--- src/hdl/sapp_pkg.sv ---
// ----------------------------------------------------------------------------
// sapp_pkg: SAP announcement parser shared types and constants
// Phase and code enums, result item layout and the MIME text table.
// ----------------------------------------------------------------------------
package sapp_pkg;

  typedef enum logic [3:0] {
    PH_H0,
    PH_H1,
    PH_H2,
    PH_H3,
    PH_ADDR,
    PH_AUTH,
    PH_MIME,
    PH_APP,
    PH_V,
    PH_VEQ,
    PH_PAYLOAD,
    PH_DRAIN
  } phase_t;

  typedef enum logic [1:0] {
    KIND_HEADER  = 2'd0,
    KIND_ADDRESS = 2'd1,
    KIND_PAYLOAD = 2'd2,
    KIND_STATUS  = 2'd3
  } kind_t;

  typedef enum logic [2:0] {
    ST_OK         = 3'd0,
    ST_SHORT      = 3'd1,
    ST_VERSION    = 3'd2,
    ST_ENCRYPTED  = 3'd3,
    ST_COMPRESSED = 3'd4,
    ST_MIME       = 3'd5,
    ST_TRUNCATED  = 3'd6
  } status_t;

  // flag byte bits
  localparam int FLAG_VERSION_BIT    = 5;
  localparam int FLAG_IPV6_BIT       = 4;
  localparam int FLAG_DELETE_BIT     = 2;
  localparam int FLAG_ENCRYPTED_BIT  = 1;
  localparam int FLAG_COMPRESSED_BIT = 0;

  localparam logic [4:0] ADDR_BYTES_IPV4 = 5'd4;
  localparam logic [4:0] ADDR_BYTES_IPV6 = 5'd16;

  localparam logic [7:0] CHAR_NUL = 8'h00;
  localparam logic [7:0] CHAR_A   = 8'h61;
  localparam logic [7:0] CHAR_V   = 8'h76;
  localparam logic [7:0] CHAR_EQ  = 8'h3d;
  localparam logic [7:0] CHAR_0   = 8'h30;

  localparam int ITEMS_PER_BYTE = 4;
  localparam int TDATA_BITS     = 32;

  // packed with data_byte in the low bits
  typedef struct packed {
    status_t     status;
    logic        source_is_ipv6;
    logic [15:0] id_hash;
    logic        message_is_delete;
    logic [7:0]  data_byte;
  } item_data_t;

  typedef struct packed {
    logic       last;
    kind_t      kind;
    item_data_t data;
  } item_t;

  typedef struct packed {
    logic [2:0]                     count;
    item_t [ITEMS_PER_BYTE-1:0]     item;
  } result_bundle_t;

  // "application/sdp" followed by NUL
  function automatic logic [7:0] mime_char(input logic [3:0] idx);
    logic [7:0] c;
    case (idx)
      4'd0:    c = 8'h61;
      4'd1:    c = 8'h70;
      4'd2:    c = 8'h70;
      4'd3:    c = 8'h6c;
      4'd4:    c = 8'h69;
      4'd5:    c = 8'h63;
      4'd6:    c = 8'h61;
      4'd7:    c = 8'h74;
      4'd8:    c = 8'h69;
      4'd9:    c = 8'h6f;
      4'd10:   c = 8'h6e;
      4'd11:   c = 8'h2f;
      4'd12:   c = 8'h73;
      4'd13:   c = 8'h64;
      4'd14:   c = 8'h70;
      default: c = 8'h00;
    endcase
    return c;
  endfunction

endpackage

--- src/hdl/sapp_parser.sv ---
// ----------------------------------------------------------------------------
// sapp_parser: SAP header state machine
// Updates the parse state on each accepted byte and emits up to four items.
// ----------------------------------------------------------------------------
module sapp_parser import sapp_pkg::*; #(
  parameter int MIN_PACKET_BYTES = 12,
  parameter int COUNT_BITS       = 16
) (
  input  logic           clk,
  input  logic           rst,
  input  logic           accept,
  input  logic [7:0]     packet_byte,
  input  logic           end_of_packet,
  output result_bundle_t bundle
);

  localparam logic [COUNT_BITS-1:0] MIN_COUNT = COUNT_BITS'(MIN_PACKET_BYTES);

  phase_t                phase, phase_next;
  logic [COUNT_BITS-1:0] byte_count, byte_count_next;
  logic [4:0]            address_left, address_left_next;
  logic [9:0]            auth_left, auth_left_next;
  logic [3:0]            mime_index, mime_index_next;
  status_t               error_code, error_code_next;
  logic [7:0]            flag_byte, flag_byte_next;
  logic [7:0]            hash_high, hash_high_next;

  always_ff @(posedge clk) begin
    if (rst) begin
      phase        <= PH_H0;
      byte_count   <= '0;
      address_left <= '0;
      auth_left    <= '0;
      mime_index   <= '0;
      error_code   <= ST_OK;
      flag_byte    <= '0;
      hash_high    <= '0;
    end else if (accept) begin
      phase        <= phase_next;
      byte_count   <= byte_count_next;
      address_left <= address_left_next;
      auth_left    <= auth_left_next;
      mime_index   <= mime_index_next;
      error_code   <= error_code_next;
      flag_byte    <= flag_byte_next;
      hash_high    <= hash_high_next;
    end
  end

  always_comb begin
    item_t      it;
    logic [2:0] n;
    logic [4:0] addr_dec;
    logic [9:0] auth_dec;
    status_t    st;

    phase_next        = phase;
    address_left_next = address_left;
    auth_left_next    = auth_left;
    mime_index_next   = mime_index;
    error_code_next   = error_code;
    flag_byte_next    = flag_byte;
    hash_high_next    = hash_high;
    byte_count_next   = (byte_count != '1) ? byte_count + 1'b1 : byte_count;
    bundle            = '0;
    n                 = '0;
    addr_dec          = address_left - {4'd0, address_left != 5'd0};
    auth_dec          = auth_left - {9'd0, auth_left != 10'd0};
    st                = ST_OK;
    it                = '0;

    case (phase)
      PH_H0: begin
        flag_byte_next = packet_byte;
        if (!packet_byte[FLAG_VERSION_BIT]) begin
          error_code_next = ST_VERSION;
          phase_next      = PH_DRAIN;
        end else if (packet_byte[FLAG_ENCRYPTED_BIT]) begin
          error_code_next = ST_ENCRYPTED;
          phase_next      = PH_DRAIN;
        end else if (packet_byte[FLAG_COMPRESSED_BIT]) begin
          error_code_next = ST_COMPRESSED;
          phase_next      = PH_DRAIN;
        end else begin
          phase_next = PH_H1;
        end
      end
      PH_H1: begin
        auth_left_next = {packet_byte, 2'b00};
        phase_next     = PH_H2;
      end
      PH_H2: begin
        hash_high_next = packet_byte;
        phase_next     = PH_H3;
      end
      PH_H3: begin
        it                        = '0;
        it.kind                   = KIND_HEADER;
        it.data.message_is_delete = flag_byte[FLAG_DELETE_BIT];
        it.data.id_hash           = {hash_high, packet_byte};
        it.data.source_is_ipv6    = flag_byte[FLAG_IPV6_BIT];
        bundle.item[0]            = it;
        n                         = 3'd1;
        address_left_next = flag_byte[FLAG_IPV6_BIT] ? ADDR_BYTES_IPV6 : ADDR_BYTES_IPV4;
        phase_next        = PH_ADDR;
      end
      PH_ADDR: begin
        it                = '0;
        it.kind           = KIND_ADDRESS;
        it.data.data_byte = packet_byte;
        bundle.item[0]    = it;
        n                 = 3'd1;
        address_left_next = addr_dec;
        if (addr_dec == 5'd0) begin
          phase_next = (auth_left != 10'd0) ? PH_AUTH : PH_MIME;
        end
      end
      PH_AUTH: begin
        auth_left_next = auth_dec;
        if (auth_dec == 10'd0) begin
          phase_next = PH_MIME;
        end
      end
      PH_MIME: begin
        if (packet_byte == CHAR_NUL) begin
          phase_next = PH_PAYLOAD;
        end else if (packet_byte == CHAR_A) begin
          mime_index_next = 4'd1;
          phase_next      = PH_APP;
        end else if (packet_byte == CHAR_V) begin
          phase_next = PH_V;
        end else begin
          error_code_next = ST_MIME;
          phase_next      = PH_DRAIN;
        end
      end
      PH_APP: begin
        if (packet_byte != mime_char(mime_index)) begin
          error_code_next = ST_MIME;
          phase_next      = PH_DRAIN;
        end else if (mime_index == 4'd15) begin
          phase_next = PH_PAYLOAD;
        end else begin
          mime_index_next = mime_index + 4'd1;
        end
      end
      PH_V: begin
        if (packet_byte == CHAR_EQ) begin
          phase_next = PH_VEQ;
        end else begin
          error_code_next = ST_MIME;
          phase_next      = PH_DRAIN;
        end
      end
      PH_VEQ: begin
        if (packet_byte == CHAR_0) begin
          // release the held "v=" ahead of the '0'
          it                = '0;
          it.kind           = KIND_PAYLOAD;
          it.data.data_byte = CHAR_V;
          bundle.item[0]    = it;
          it.data.data_byte = CHAR_EQ;
          bundle.item[1]    = it;
          it.data.data_byte = packet_byte;
          bundle.item[2]    = it;
          n                 = 3'd3;
          phase_next        = PH_PAYLOAD;
        end else begin
          error_code_next = ST_MIME;
          phase_next      = PH_DRAIN;
        end
      end
      PH_PAYLOAD: begin
        it                = '0;
        it.kind           = KIND_PAYLOAD;
        it.data.data_byte = packet_byte;
        bundle.item[0]    = it;
        n                 = 3'd1;
      end
      default: begin
      end
    endcase

    if (end_of_packet) begin
      if (byte_count_next < MIN_COUNT) begin
        st = ST_SHORT;
      end else if (error_code_next != ST_OK) begin
        st = error_code_next;
      end else if (phase_next != PH_PAYLOAD) begin
        st = ST_TRUNCATED;
      end else begin
        st = ST_OK;
      end
      it                   = '0;
      it.kind              = KIND_STATUS;
      it.last              = 1'b1;
      it.data.status       = st;
      bundle.item[n[1:0]]  = it;
      n                    = n + 3'd1;
      // back to the idle header state for the next packet
      phase_next        = PH_H0;
      byte_count_next   = '0;
      address_left_next = '0;
      auth_left_next    = '0;
      mime_index_next   = '0;
      error_code_next   = ST_OK;
      flag_byte_next    = '0;
      hash_high_next    = '0;
    end

    bundle.count = accept ? n : 3'd0;
  end

  assert property (@(posedge clk) disable iff (rst)
    (accept && end_of_packet) |=> (phase == PH_H0 && byte_count == '0))
    else $error("parser did not return to idle after packet end");

  assert property (@(posedge clk) disable iff (rst)
    (error_code != ST_OK) |-> (phase == PH_DRAIN))
    else $error("error recorded outside drain phase");

  assert property (@(posedge clk) disable iff (rst)
    (accept && end_of_packet) |-> (bundle.count != 3'd0 &&
      bundle.item[bundle.count[1:0] - 2'd1].last))
    else $error("packet end without closing status item");

endmodule

--- src/hdl/sapp_queue.sv ---
// ----------------------------------------------------------------------------
// sapp_queue: result item queue
// Shift queue that takes up to four items per cycle and hands out one per cycle while out_ready is high.
// ----------------------------------------------------------------------------
module sapp_queue import sapp_pkg::*; #(
  parameter int DEPTH = 8
) (
  input  logic           clk,
  input  logic           rst,
  input  result_bundle_t bundle,
  output logic           room,
  output logic           out_valid,
  input  logic           out_ready,
  output item_t          out_item
);

  localparam int CW = $clog2(DEPTH + 1);

  item_t [DEPTH-1:0] entries, entries_next;
  logic  [CW-1:0]    count, count_next;
  logic              pop;
  logic  [CW-1:0]    base;

  assign pop       = out_valid && out_ready;
  assign out_valid = count != '0;
  assign out_item  = entries[0];
  // room for a full burst from one byte
  assign room      = count <= CW'(DEPTH - ITEMS_PER_BYTE);
  assign base       = count - CW'(pop);
  assign count_next = base + CW'(bundle.count);

  always_comb begin
    logic [CW-1:0] k;
    for (int j = 0; j < DEPTH; j++) begin
      if (pop && j < DEPTH - 1) begin
        entries_next[j] = entries[(j < DEPTH - 1) ? j + 1 : j];
      end else begin
        entries_next[j] = entries[j];
      end
      k = CW'(j) - base;
      if (CW'(j) >= base && CW'(j) < count_next) begin
        entries_next[j] = bundle.item[k[1:0]];
      end
    end
  end

  always_ff @(posedge clk) begin
    if (rst) begin
      count <= '0;
    end else begin
      count <= count_next;
    end
  end

  always_ff @(posedge clk) begin
    entries <= entries_next;
  end

  assert property (@(posedge clk) disable iff (rst)
    count <= CW'(DEPTH))
    else $error("result queue overflow");

  assert property (@(posedge clk) disable iff (rst)
    (bundle.count != 3'd0) |-> room)
    else $error("items pushed without room");

  assert property (@(posedge clk) disable iff (rst)
    (pop && bundle.count == 3'd0) |=> (count == $past(count) - CW'(1)))
    else $error("queue count did not follow a lone pop");

endmodule

--- src/hdl/sap_announcement_parser.sv ---
// ----------------------------------------------------------------------------
// sap_announcement_parser: SAP announcement header parser
// Parses a SAP packet byte stream into header, address, payload and status.
// ----------------------------------------------------------------------------
// Channel   Dir  tdata                        tuser  tlast
// s_axis    in   packet_byte                  -      end_of_packet
// m_axis    out  data_byte..status (29 bits)  kind   last
//
// One packet byte is taken per cycle while the result queue has room for a
// full burst; the byte is parsed in the cycle it is accepted and its items
// are registered into the queue, whose head drives m_axis.
// A byte yields up to four items ("v=0" release plus packet end status);
// a ready m_axis drains one item per cycle, so only bursts slow intake.
// rst is synchronous and empties the queue and returns to the first header
// byte. A stalled m_axis holds the queue head; intake waits for burst room.
// ----------------------------------------------------------------------------
module sap_announcement_parser import sapp_pkg::*; #(
  parameter int MIN_PACKET_BYTES = 12,
  parameter int COUNT_BITS       = 16
) (
  input  logic                  clk,
  input  logic                  rst,
  input  logic                  s_axis_tvalid,
  output logic                  s_axis_tready,
  input  logic [7:0]            s_axis_tdata,   // [7:0] packet_byte
  input  logic                  s_axis_tlast,   // end_of_packet
  output logic                  m_axis_tvalid,
  input  logic                  m_axis_tready,
  // [7:0] data_byte, [8] message_is_delete, [24:9] id_hash,
  // [25] source_is_ipv6, [28:26] status, [31:29] zero
  output logic [TDATA_BITS-1:0] m_axis_tdata,
  output logic [1:0]            m_axis_tuser,   // [1:0] kind
  output logic                  m_axis_tlast    // last
);

  result_bundle_t bundle;
  item_t          head;
  logic           accept;

  assign accept = s_axis_tvalid && s_axis_tready;

  sapp_parser #(
    .MIN_PACKET_BYTES (MIN_PACKET_BYTES),
    .COUNT_BITS       (COUNT_BITS)
  ) u_parser (
    .clk           (clk),
    .rst           (rst),
    .accept        (accept),
    .packet_byte   (s_axis_tdata),
    .end_of_packet (s_axis_tlast),
    .bundle        (bundle)
  );

  sapp_queue #(
    .DEPTH (8)
  ) u_queue (
    .clk       (clk),
    .rst       (rst),
    .bundle    (bundle),
    .room      (s_axis_tready),
    .out_valid (m_axis_tvalid),
    .out_ready (m_axis_tready),
    .out_item  (head)
  );

  assign m_axis_tdata = {(TDATA_BITS - $bits(item_data_t))'(0), head.data};
  assign m_axis_tuser = head.kind;
  assign m_axis_tlast = head.last;

endmodule
--- config.mk ---
export PLATFORM = sky130hd
export DESIGN_NAME = sap_announcement_parser
export DESIGN_NICKNAME = d
export VERILOG_FILES = /design/src/hdl/sapp_pkg.sv /design/src/hdl/sapp_parser.sv /design/src/hdl/sapp_queue.sv /design/src/hdl/sap_announcement_parser.sv
export SDC_FILE = /design/constraint.sdc
export NUM_CORES = 1
export LEC_CHECK = 0
export BUFFER_PORTS_ARGS = -buffer_cell sky130_fd_sc_hd__buf_2
export CORE_MARGIN = 4
export CORE_UTILIZATION = 23
export DETAILED_ROUTE_END_ITERATION = 8
export GPL_TIMING_DRIVEN = 1
export PLACE_DENSITY = 0.35
export SKIP_CTS_REPAIR_TIMING = 1
export SYNTH_ARGS = -nofsm -noshare
export SYNTH_HDL_FRONTEND = slang
export SYNTH_SLANG_ARGS = --single-unit
--- constraint.sdc ---
create_clock -name clk -period 11.3 [get_ports clk]
set_input_delay 1.13 -clock clk [delete_from_list [all_inputs] [get_ports clk]]
set_output_delay 1.13 -clock clk [all_outputs]
set_load 0.05 [all_outputs]
After elaboration in Yosys (flattened, before gate mapping) --
Memories as Yosys holds them, arrays and structs flattened. A register that Yosys moved wholly into a read port is not among the register bits. Index checks and enable logic that the tools add are counted. Widths: inputs -> output; s select.
Word-level totals: register bits 315, ROM bits 112, input port bits 13, output and inout port bits 37, logic and storage cells 259, memories kept 1
Memories:
- (name not given) | words 16, bits a word 7, read ports 1, clocked after Yosys merged registers in 1, wr ports 0, line sapp_pkg.sv:81 | case (idx)
Cells by class: add/sub/neg operators 15, magnitude comparators 28, equality and inequality tests 22, muxes and demuxes 91, reduce and logical (&&, ||, !) cells 37
Operator list (number):
- $mux 32 | 23
- $bmux 32 s2 | 8
- $bwmux 128 | 1
- $mux 128 | 1
- $pmux 32 s4 | 1
- $mux 95 | 1
- $mux 4 | 17
- $demux 32 s2 | 1
- $mux 63 | 1
- $mux 3 | 16
- $pmux 4 s10 | 1
- $mux 16 | 2
- $lt 2x3->1 const B | 9
- $mux 8 | 3
- $mux 5 | 4
- $pmux 10 s2 | 1
- $reduce_bool 2->1 | 9
- $add 16x1->16 const B | 1
- $eq 4x3->1 const B | 4
- $eq 4x4->1 const B | 4
- $eq 8x6->1 const B | 2
- $eq 8x7->1 const B | 2
- $ge 3x4->1 const A | 4
- $lt 16x4->1 const B | 1
- other kinds (41) | 76

Longest topological paths before layout --
Gate-level depths: netlist of the first run.
word-level depth 15, gate-level depth with buffers 21, depth with buffers taken out 18

Modules after synthesis --
From an unflattened synthesis of the first run, not the netlist that was laid out.
Second synthesis, totals: cells, all modules 1488, area, all modules 19816.5 µm²
Modules (own cells, without submodules):
- sapp_queue | times used 1, cells an instance 764, area each 14591.5 µm², sequential area each 7767.4 µm²
- sapp_parser | times used 1, cells an instance 719, area each 5192.5 µm², sequential area each 1181.1 µm²
- sap_announcement_parser | times used 1, cells an instance 5, area each 32.5 µm², sequential area each 0.0 µm²

Least setup slack after synthesis of the first run --
No wires, ideal clock.
kind input-to-reg, start point in s_axis_tdata[0], end point reg u_queue.entries[128] (netlist bit) (enable), data arrival time 5.210 ns, data required time 10.911 ns, slack 5.701 ns, stages on the path 18, path buffers 3, path through clkbuf_1 -> nor3_1 -> nand3_1 -> or2_2 -> inv_1 -> buf_2 -> nor3_1 -> ha_1 -> a21oi_1 -> nor2_1 -> fa_1 -> nor2b_1 -> or2_0 -> a221o_1 -> nand2_1 -> o221ai_1 -> clkbuf_1 -> nand2_1
Between the ends: word-level cells in the longest chain between the ends 10
Ends and longest elaborated chain:
- start: declaration | line sap_announcement_parser.sv:25 | input logic [7:0] s_axis_tdata,
- $eq 8x6->1 (*) | line sapp_parser.sv:156 | if (packet_byte == CHAR_0) begin
- $mux 2 (*) | line sapp_parser.sv:156
- $pmux 3 s2 (*) | line sapp_parser.sv:72 | case (phase)
- $add 3x1->3 | line sapp_parser.sv:199 | n = n + 3'd1;
- $mux 3 (*) | line sapp_parser.sv:184 | if (end_of_packet) begin
- $mux 3 (*) | line sapp_parser.sv:211 | bundle.count = accept ? n : 3'd0;
- $add 4x3->4 (*) | line sapp_queue.sv:30 | assign count_next = base + CW'(bundle.count);
- $lt 3x4->1 (*) | line sapp_queue.sv:41 | if (CW'(j) >= base && CW'(j) < count_next) begin
- $logic_and 1x1->1 (*) | line sapp_queue.sv:41
- $reduce_bool 2->1 (no source line) (*)
- end signal: assignment | line sapp_queue.sv:56 | entries <= entries_next;
- end: declaration | line sapp_queue.sv:19 | item_t [DEPTH-1:0] entries, entries_next;
Every way passes the cells marked *; elsewhere a longest branch is shown, timed or not. A chain may end at the register's enable or synchronous reset.

Worst setup path in the final report of the first run --
start point in s_axis_tdata[4], end point reg u_queue.entries[175] (netlist bit) (enable)
The elaborated chain is that of the path after synthesis.

==> results of run 1 <==
==> state kept, by name, summed over array words and instances, names as in the netlist, named ones only <==
signal / count
u_parser.address_left: 5
u_parser.auth_left: 10
u_parser.byte_count: 16
u_parser.error_code: 3
u_parser.flag_byte: 2
u_parser.hash_high: 8
u_parser.mime_index: 4
u_parser.phase: 4
u_queue.count: 4
u_queue.entries: 224
u_queue.out_item: 32
==> power by group through the flow <==
| stage | logic (mW) | registers, mW | clock network (mW) |
|---|---|---|---|
| floorplan | 1.57 | 2.19 | 0 |
| global placement | 2.09 | 2.23 | 0 |
| detailed placement | 2.11 | 2.23 | 0 |
| CTS | 2.11 | 2.21 | 1.26 |
| global route | 2.32 | 2.24 | 1.31 |
| finish | 2.07 | 2.20 | 1.22 |
==> per-stage QoR <==
| step | instance area, um^2 | utilization | hold slack (ns) |
|---|---|---|---|
| 2_1_floorplan | 16190 | - | 0.4553 |
| 3_3_place_gp | 17160 | 0.2480 | 0.4939 |
| 3_5_place_dp | 17160 | 0.2480 | 0.4986 |
| 4_1_cts | 18380 | 0.2656 | 0.5090 |
| 5_1_grt | 18380 | 0.2656 | 0.5311 |
| 6_report | 18380 | 0.2656 | 0.5086 |
==> Yosys cell counts (all sizes together) (18+ instances only) <==
library cell / n / area, um^2
a21oi: 67 / 335.3
nand3: 31 / 155.2
clkbuf: 91 / 341.6
inv: 31 / 116.4
nor3: 34 / 191.4
nor2: 101 / 384.1
ha: 24 / 300.3
a31oi: 18 / 127.6
and3: 32 / 200.2
o21ai: 219 / 1096
buf: 54 / 359.1
edfxtp: 256 / 7687
nand2: 337 / 1265
dfxtp: 63 / 1261
mux2: 44 / 495.5
==> logic make-up after synthesis <==
family                     after synthesis  synth area share
AOI/OAI and AO/OA                      397            0.1434
other                                    1         0.0002318
muxes                                   52           0.03558
adders and majority gates               25           0.01980
DFF                                    319            0.5531
xor gates and xnor gates                23           0.01245
buffers and inverters                  176           0.05050
and+or+nand+nor                        640            0.1849
==> worst paths after layout <==
| path | from | cells after the start | endpoint |
|---|---|---|---|
| setup / recovery | s_axis_tdata[4] | 17 | u_queue.entries[175] |
| hold / removal | u_parser.auth_left[8] | 2 | u_parser.auth_left[8] |
| setup reg to reg | u_queue.count[1] | 15 | u_queue.entries[175] |
| hold reg to reg | u_parser.auth_left[8] | 2 | u_parser.auth_left[8] |
==> metal layers <==
layer | GRT usage | up-vias | routed length (um)
li1 | - | 5787 | -
met1 | 0.2128 | 5750 | 26580
met2 | 0.1793 | 284 | 19730
met3 | 0.01849 | 51 | 2346
met4 | 0.02995 | 0 | 847
met5 | 0 | - | 0
==> area by class of cell <==
type | count | area [um^2]
Fill cell | 7336 | 50810
Inverter | 31 | 116.4
Clock buffer | 53 | 1081
Multi-Input combinational cell | 1140 | 6502
Sequential cell | 319 | 8949
Tap cell | 931 | 1165
Timing Repair Buffer | 72 | 425.4
Clock inverter | 16 | 138.9
==> layout by cell type, fill, tap and decap left out, types with 11 or more instances in the layout <==
cell type / count
a21oi_1: 67
a22oi_1: 14
a31oi_1: 17
and3_1: 32
buf_2: 46
buf_4: 26
clkbuf_1: 11
clkbuf_16: 41
dfxtp_1: 63
edfxtp_1: 256
ha_1: 24
inv_1: 29
mux2_2: 44
nand2_1: 329
nand3_1: 31
nand4_1: 13
nor2_1: 98
nor3_1: 31
o21ai_0: 209
o31ai_1: 16
or2_2: 11
xnor2_1: 14
==> critical path: cells and delay by family <==
family	cells	cell delay, ns
compound gates	3	0.51
fa+ha+maj	2	0.83
simple gates	9	2.33
buf+inv	3	1.13
==> flow_summary_export.csv, run 1 <==
group,metric,value,unit
run_status,status,"complete, no violations",
pwr,p_clk_frac,0.222,
pwr,pwr-share-seq,0.401,
global_routing,antenna_found_initial,1,
floorplan,die_h,273.2,um
timing,slew_violations,0,
cts,cts_tree,"done",
worst_setup_path,end_kind,"flip-flop",
worst_setup_path,arrival,5.99,ns
layout,area_delta_synth_final,13.60,%
timing,finalHoldViolCount,0,
synth,yosysUniqueCellTypes,82,
pwr,report.power.total,5.487,mW
global_routing,grt_max_degree,63,
synth,synth_warnings,0,
synth,ys_ff_latch,319,
cts,h-tree-depth,2,
cts,clkLatencyLatePin,0.56,ns
place,place_ws,4.775,ns
cts,cts_buffer_depth,3,
floorplan,start_util,0.2338,
floorplan,ioPinCount,50,
synth,yosysSeqAreaShare,0.5531,
hold_path,hold_path_class,"reg2reg",
layout,diodes,0,
pwr,leakagePower,6.576,nW
synth,synth-edff-count,256,
detailed_routing,wl_per_cell,19.32,um
timing,final.setup.tns,0,ns
layout,drive_gt1_frac,0.1294,
timing,finalCritPeriodShare,0.5205,
pwr,vdd_drop_max,0.1524,mV
pwr,power_density,298.6,nW/um^2
synth,avgSynthCellArea,9.907,um^2
place,place_hpwl,34890,um
detailed_routing,drt_wl_total,49500,um
timing,setup_ws,5.419,ns
pwr,intPower,3.295,mW
timing,post-route-min-period,5.881,ns
synth,syn_area,16180,um^2
worst_setup_path,critPathSlowestCell,"nand2_2",
worst_setup_path,startpoint_type,"primary input",
timing,grt_setup_unrepaired,"no",
detailed_routing,vias,11872,
worst_setup_path,path_class,"in2reg",
global_routing,grt_pass1_vias,11174,
global_routing,grt_pass1_wl,74760,um
synth,ys_async_sr_fraction,0,
cts,numCtsBuffers,40,
cts,clock-root-buffer,"clkbuf_16",
worst_setup_path,slowest_delay,0.63,ns
place,dp.cells,2493,
timing,clock_skew,0.01117,ns
timing,setup_viol,0,
run,drv_cap,0,
floorplan,die_w,273.2,um
synth,synth_ff_type,"edfxtp_1",
worst_setup_path,r2r_setup_slack,5.58,ns
global_routing,grt_use_total,0.1310,
worst_setup_path,cp_max_fo,61,
layout,instances_no_fill,2562,
cts,clkTransAtPathRegs,0.06,ns
worst_setup_path,required,11.41,ns
place,place_congestion,0.7868,
timing,fmaxAchievable,170.0,MHz
detailed_routing,drt-initial-drc-count,1009,
cts,clkSinkCount,319,
synth,synth_cells,1633,
global_routing,grt_remaining_overflow,0,
detailed_routing,vias_per_cell,4.634,
floorplan,rows,96,
detailed_routing,route.detailed.drc,0,
place,io_buffers,46,
timing,tightest_slew,0.9632,ns
floorplan,core_region_area,69190,um^2
detailed_routing,first_pass_iters,5,
pwr,power_switching_share,0.3996,
detailed_routing,drtAntennaViolNets,0,
layout,nets,1642,
floorplan,design.die.area,74650,um^2
timing,slew_headroom,0.3520,
pwr,pwr-share-comb,0.377,
pwr,p_sw,2.193,mW
worst_setup_path,crit_chain,"buf_2 -> nor3b_1 -> nand3_1 -> or2_2 -> inv_1 -> nor3_1 -> ha_1 -> a21oi_1 -> nor2_1 -> fa_1 -> nor2b_1 -> or2_0 -> a221o_1 -> nand2_1 -> o221ai_4 -> buf_4 -> nand2_2",
(Power assumes the default switching activity.)
==> run 2, diff against run 1 <==
clock period = 5.75 ns   (was 11.3 ns; I/O delays follow)
==> run 2 against run 1 <==
Global-route usage is 0.47 points higher. Power grew 110%. Sequential power rose by 95%. Die area is the same. Register-to-register slack got worse by 4.5 ns. Core utilization grew 0.56 points. Worst setup slack lost 4.4 ns. Clock skew rose by 0.0085 ns. Flip-flop and latch count did not move. Clock-buffer cell count fell by 1. Sequential share of layout area decreased by 1.0 points. Design area up 2.1%.
==> flow_summary_export.csv, run 2 (synthesis gave the netlist of run 1 again) <==
group,metric,value,unit
run_status,status,"complete, no violations",
detailed_routing,wl_per_cell,19.43,um
layout,drive_gt1_frac,0.1519,
floorplan,start_util,0.2338,
run,drv_cap,0,
worst_setup_path,cp_max_fo,32,
timing,slew_violations,0,
worst_setup_path,r2r_setup_slack,1.06,ns
timing,tightest_slew,0.8821,ns
cts,clkLatencyLatePin,0.57,ns
hold_path,hold_path_class,"reg2reg",
layout,layout_commonest_cell,"nand2_1",
layout,largest_reg_flops,224,
place,place_hpwl,33680,um
timing,setup_ws,1.058,ns
place,io_buffers,46,
timing,post-route-min-period,4.692,ns
global_routing,antenna_found_initial,1,
detailed_routing,drtAntennaViolNets,0,
detailed_routing,route.detailed.drc,0,
floorplan,rows,96,
worst_setup_path,required,6.07,ns
worst_setup_path,startpoint_type,"flip-flop",
worst_setup_path,reg2reg_from,"u_parser.phase[2]",
worst_setup_path,crit_chain,"nor2b_1 -> nand2b_1 -> or2_2 -> inv_1 -> nor3_1 -> ha_1 -> a21oi_1 -> nor2_1 -> ha_1 -> a21oi_1 -> nand3_1 -> o21a_1 -> o21a_1 -> o211ai_1 -> buf_12 -> buf_4 -> mux2_2",
pwr,leakagePower,6.809,nW
floorplan,die_h,273.2,um
timing,hold_slack,0.5088,ns
timing,grt_setup_unrepaired,"no",
place,place_congestion,0.7584,
layout,largest_register,"u_queue.entries",
global_routing,grt_max_degree,59,
detailed_routing,drt-initial-drc-count,822,
global_routing,grt_pass1_vias,11758,
worst_setup_path,critPathSlowestCell,"or2_2",
floorplan,core_region_area,69190,um^2
floorplan,die_w,273.2,um
timing,finalHoldViolCount,0,
floorplan,ioPinCount,50,
detailed_routing,vias,11966,
pwr,report.power.total,11.43,mW
global_routing,grt_pass1_wl,77420,um
timing,fmaxAchievable,213.1,MHz
cts,clock-root-buffer,"clkbuf_16",
place,place_area,17490,um^2
timing,clock_skew,0.01966,ns
cts,h-tree-depth,2,
cts,clkSinkCount,319,
worst_setup_path,arrival,5.01,ns
place,place_ws,0.5328,ns
cts,cts_tree,"done",
worst_setup_path,path_class,"reg2reg",
global_routing,grt_use_total,0.1356,
layout,layout_common_cells,"nand2_1, edfxtp_1, o21ai_0",
layout,nets,1678,
detailed_routing,vias_per_cell,4.595,
timing,slew_headroom,0.4113,
detailed_routing,drt_wl_total,50590,um
worst_setup_path,slowest_delay,0.43,ns
global_routing,grt_remaining_overflow,0,
cts,cts_buffer_depth,3,
detailed_routing,first_pass_iters,5,
timing,final.setup.tns,0,ns
worst_setup_path,crit_start,"u_parser.phase[2]",
cts,numCtsBuffers,40,
cts,clkTransAtPathRegs,0.06,ns
timing,finalCritPeriodShare,0.8159,
layout,area_delta_synth_final,15.97,%
layout,finish.instance_area,18760,um^2
floorplan,design.die.area,74650,um^2
pwr,vdd_drop_max,0.3478,mV
worst_setup_path,end_kind,"flip-flop",
pwr,power_density,609.1,nW/um^2
timing,setup_viol,0,
hold_path,min_from,"u_parser.address_left[4]",
==> run 2: path summary, 6_finish.rpt <==
kind                         endpoint  cells past startpoint
max               u_queue.out_item[6]                     17
min          u_parser.address_left[4]                      2
max reg2reg       u_queue.out_item[6]                     17
min reg2reg  u_parser.address_left[4]                      2
==> run 2: critical path: cells and delay by family, from the launching register on <==
family	cells	cell delay, ns
compound gates	5	1.20
fa+ha+maj	2	0.64
simple gates	6	1.15
buf+inv	3	0.68
flops	1	0.38
mux	1	0.38
==> run 2: cell type report <==
cell class | count | area (um^2)
Antenna cell | 1 | 2.502
Clock buffer | 52 | 1077
Clock inverter | 22 | 191.4
Fill cell | 7347 | 50420
Inverter | 31 | 116.4
Multi-Input combinational cell | 1140 | 6502
Sequential cell | 319 | 8949
Tap cell | 931 | 1165
Timing Repair Buffer | 108 | 758.2
==> run 2: power breakdown <==
part | internal [mW] | switching (mW)
clock | 1.42 | 1.04
sequential | 4.06 | 0.244
combinational | 1.28 | 3.39
total | 6.76 | 4.67
==> run 2: metrics by stage <==
step / util / std cells
2_1_floorplan: - / 1635
3_3_place_gp: 0.2528 / 2529
3_5_place_dp: 0.2528 / 2529
4_1_cts: 0.2711 / 2603
5_1_grt: 0.2711 / 2603
6_report: 0.2712 / 2604
==> run 2: routing by layer <==
metal | vias up | global-route usage | part of all wire
met5 | - | 0 | 0
met2 | 225 | 0.2198 | 0.46
li1 | 5876 | - | -
met3 | 47 | 0.01920 | 0.041
met1 | 5818 | 0.1924 | 0.49
met4 | 0 | 0.03077 | 0.016
==> run 3, diff against run 2 <==
clock period = 4.4 ns   (was 5.75 ns; I/O delays follow)
==> run 3 against run 2 <==
Register-to-register slack worse by 0.80 ns. Combinational power up 43%. Flip-flop and latch count stayed put. Power is 36% higher. Worst setup slack got worse by 0.80 ns.
==> flow_summary_export.csv, run 3 (synthesis gave the netlist of run 1 again) <==
group,metric,value,unit
pwr,report.power.total,15.56,mW
pwr,power_density,807.5,nW/um^2
layout,area_delta_synth_final,19.09,%
layout,multi_input_area,6559,um^2
cts,clkSinkCount,319,
timing,clock_skew,0.03047,ns
worst_setup_path,cp_common_cell,"ha_1",
layout,largest_reg_flops,224,
worst_setup_path,path_class,"reg2reg",
worst_setup_path,arrival,4.54,ns
run,drv_cap,0,
detailed_routing,vias,12065,
layout,diodes,0,
worst_setup_path,r2r_setup_slack,0.26,ns
global_routing,grt_pass1_wl,76420,um
worst_setup_path,end_kind,"flip-flop",
pwr,vdd_drop_max,0.3565,mV
detailed_routing,vias_per_cell,4.580,
run_status,status,"complete, no violations",
place,place_hpwl,34790,um
layout,drive_gt1_frac,0.1679,
cts,clkTransAtPathRegs,0.06,ns
detailed_routing,first_pass_iters,5,
global_routing,grt_use_total,0.1341,
global_routing,antenna_found_initial,1,
detailed_routing,wl_met1,24460,um
place,dp.cells,2556,
worst_setup_path,slowest_delay,0.56,ns
hold_path,min_from,"rst",
worst_setup_path,reg2reg_from,"u_queue.count[1]",
cts,numCtsBuffers,42,
worst_setup_path,required,4.80,ns
timing,slew_headroom,0.4206,
cts,cts_tree,"done",
layout,largest_register,"u_queue.entries",
detailed_routing,met2_length,22980,um
floorplan,die_h,273.2,um
floorplan,rows,96,
worst_setup_path,crit_chain,"or4_4 -> nand2_8 -> inv_1 -> ha_1 -> ha_1 -> xnor2_1 -> inv_1 -> ha_1 -> nor2b_1 -> or2_0 -> a221o_1 -> nand2_1 -> o221ai_4 -> nand2b_1 -> or2_2 -> o21ai_0",
floorplan,ioPinCount,50,
timing,final.setup.tns,0,ns
global_routing,grt_max_degree,44,
layout,regArea,8949,um^2
layout,nFillCells,7337,
pwr,leakagePower,7.045,nW
layout,final_util,0.2785,
detailed_routing,drtAntennaViolNets,0,
detailed_routing,route.detailed.drc,0,
timing,grt_setup_unrepaired,"no",
hold_path,hold_path_class,"in2reg",
detailed_routing,dr.max_layer_used,"met4",
worst_setup_path,cp_max_fo,8,
floorplan,core_region_area,69190,um^2
worst_setup_path,startpoint_type,"flip-flop",
worst_setup_path,r2r_cells,16,
timing,fmaxAchievable,241.6,MHz
layout,nets,1708,
floorplan,start_util,0.2338,
timing,slew_violations,0,
timing,finalHoldViolCount,0,
global_routing,grt_remaining_overflow,0,
cts,clkLatencyLatePin,0.58,ns
timing,finalCritPeriodShare,0.9408,
detailed_routing,wl_met3,2056,um
cts,h-tree-depth,2,
worst_setup_path,crit_start,"u_queue.count[1]",
layout,layout_common_cells,"nand2_1, edfxtp_1, o21ai_0",
layout,layout_commonest_cell,"nand2_1",
floorplan,die_w,273.2,um
place,io_buffers,46,
timing,post-route-min-period,4.139,ns
detailed_routing,drt_wl_total,50410,um
cts,clock-root-buffer,"clkbuf_16",
layout,instances_no_fill,2634,
place,place_congestion,0.7634,
worst_setup_path,r2r_end,"u_queue.entries[188]",
floorplan,design.die.area,74650,um^2
timing,tightest_slew,0.8601,ns
hold_path,whs_path_depth,2,
timing,setup_viol,0,
detailed_routing,wl_per_cell,19.14,um
detailed_routing,drt-initial-drc-count,865,
hold_path,whs_endpoint,"u_parser.mime_index[1]",
worst_setup_path,critPathSlowestCell,"or4_4",
global_routing,grt_pass1_vias,11851,
cts,cts_buffer_depth,3,
## run 3: changes by cell type in the layout (fill, tap and decap cells not counted), moves of 2 or more
cell / change
buf_12: +17
buf_4: +11
nand2_2: -4
clkinv_1: +3
clkinv_2: -3
nand2_4: +3
nand2_8: +2
## run 3: routing by layer
metal / up-vias / global-route usage
met2: 228 / 0.2178
met5: - / 0
met4: 0 / 0.03172
met1: 5844 / 0.1877
met3: 61 / 0.02130
li1: 5932 / -
## run 3: how the worst max path moves through the flow
stage | endpoint | slack [ns] | depth (start not counted)
global route | u_queue.entries[187] | 0.003 | 17
floorplan | u_queue.entries[160] | -0.08 | 17
global placement | u_queue.entries[86] | -0.15 | 17
detailed placement | u_queue.entries[86] | -0.14 | 17
finish | u_queue.entries[188] | 0.26 | 16
CTS | u_queue.entries[67] | 0.02 | 14
## run 3: cell type report
class / count / area share
Sequential cell: 319 / 0.4645
Multi-Input combinational cell: 1140 / 0.3404
Timing Repair Buffer: 136 / 0.06131
Tap cell: 931 / 0.06046
Clock buffer: 54 / 0.05793
Clock inverter: 23 / 0.009352
Inverter: 31 / 0.006040
## run 3: critical path: cells and delay by family, from the launching register on
| family | cells | cell delay (ns) |
|---|---|---|
| xor+xnor | 1 | 0.21 |
| buf+inv | 2 | 0.15 |
| compound gates | 3 | 0.63 |
| simple gates | 7 | 1.92 |
| flops | 1 | 0.33 |
| fa+ha+maj | 3 | 0.72 |
## run 3: per-stage QoR
step,hold WS [ns],area [um^2],setup WS [ns]
5_1_grt,0.2274,19270,0.003020
3_5_place_dp,0.5013,17960,-0.1412
6_report,0.2397,19270,0.2605
4_1_cts,0.2177,19250,0.02124
2_1_floorplan,0.4553,16300,-0.07902
3_3_place_gp,0.4986,17960,-0.1466
## run 3: power breakdown
| part | switching (mW) | leakage (nW) | internal, mW |
|---|---|---|---|
| Clock | 1.39 | 0.633 | 1.87 |
| Sequential | 0.333 | 3.03 | 5.30 |
| Combinational | 4.49 | 3.38 | 2.18 |
| Total | 6.21 | 7.05 | 9.34 |
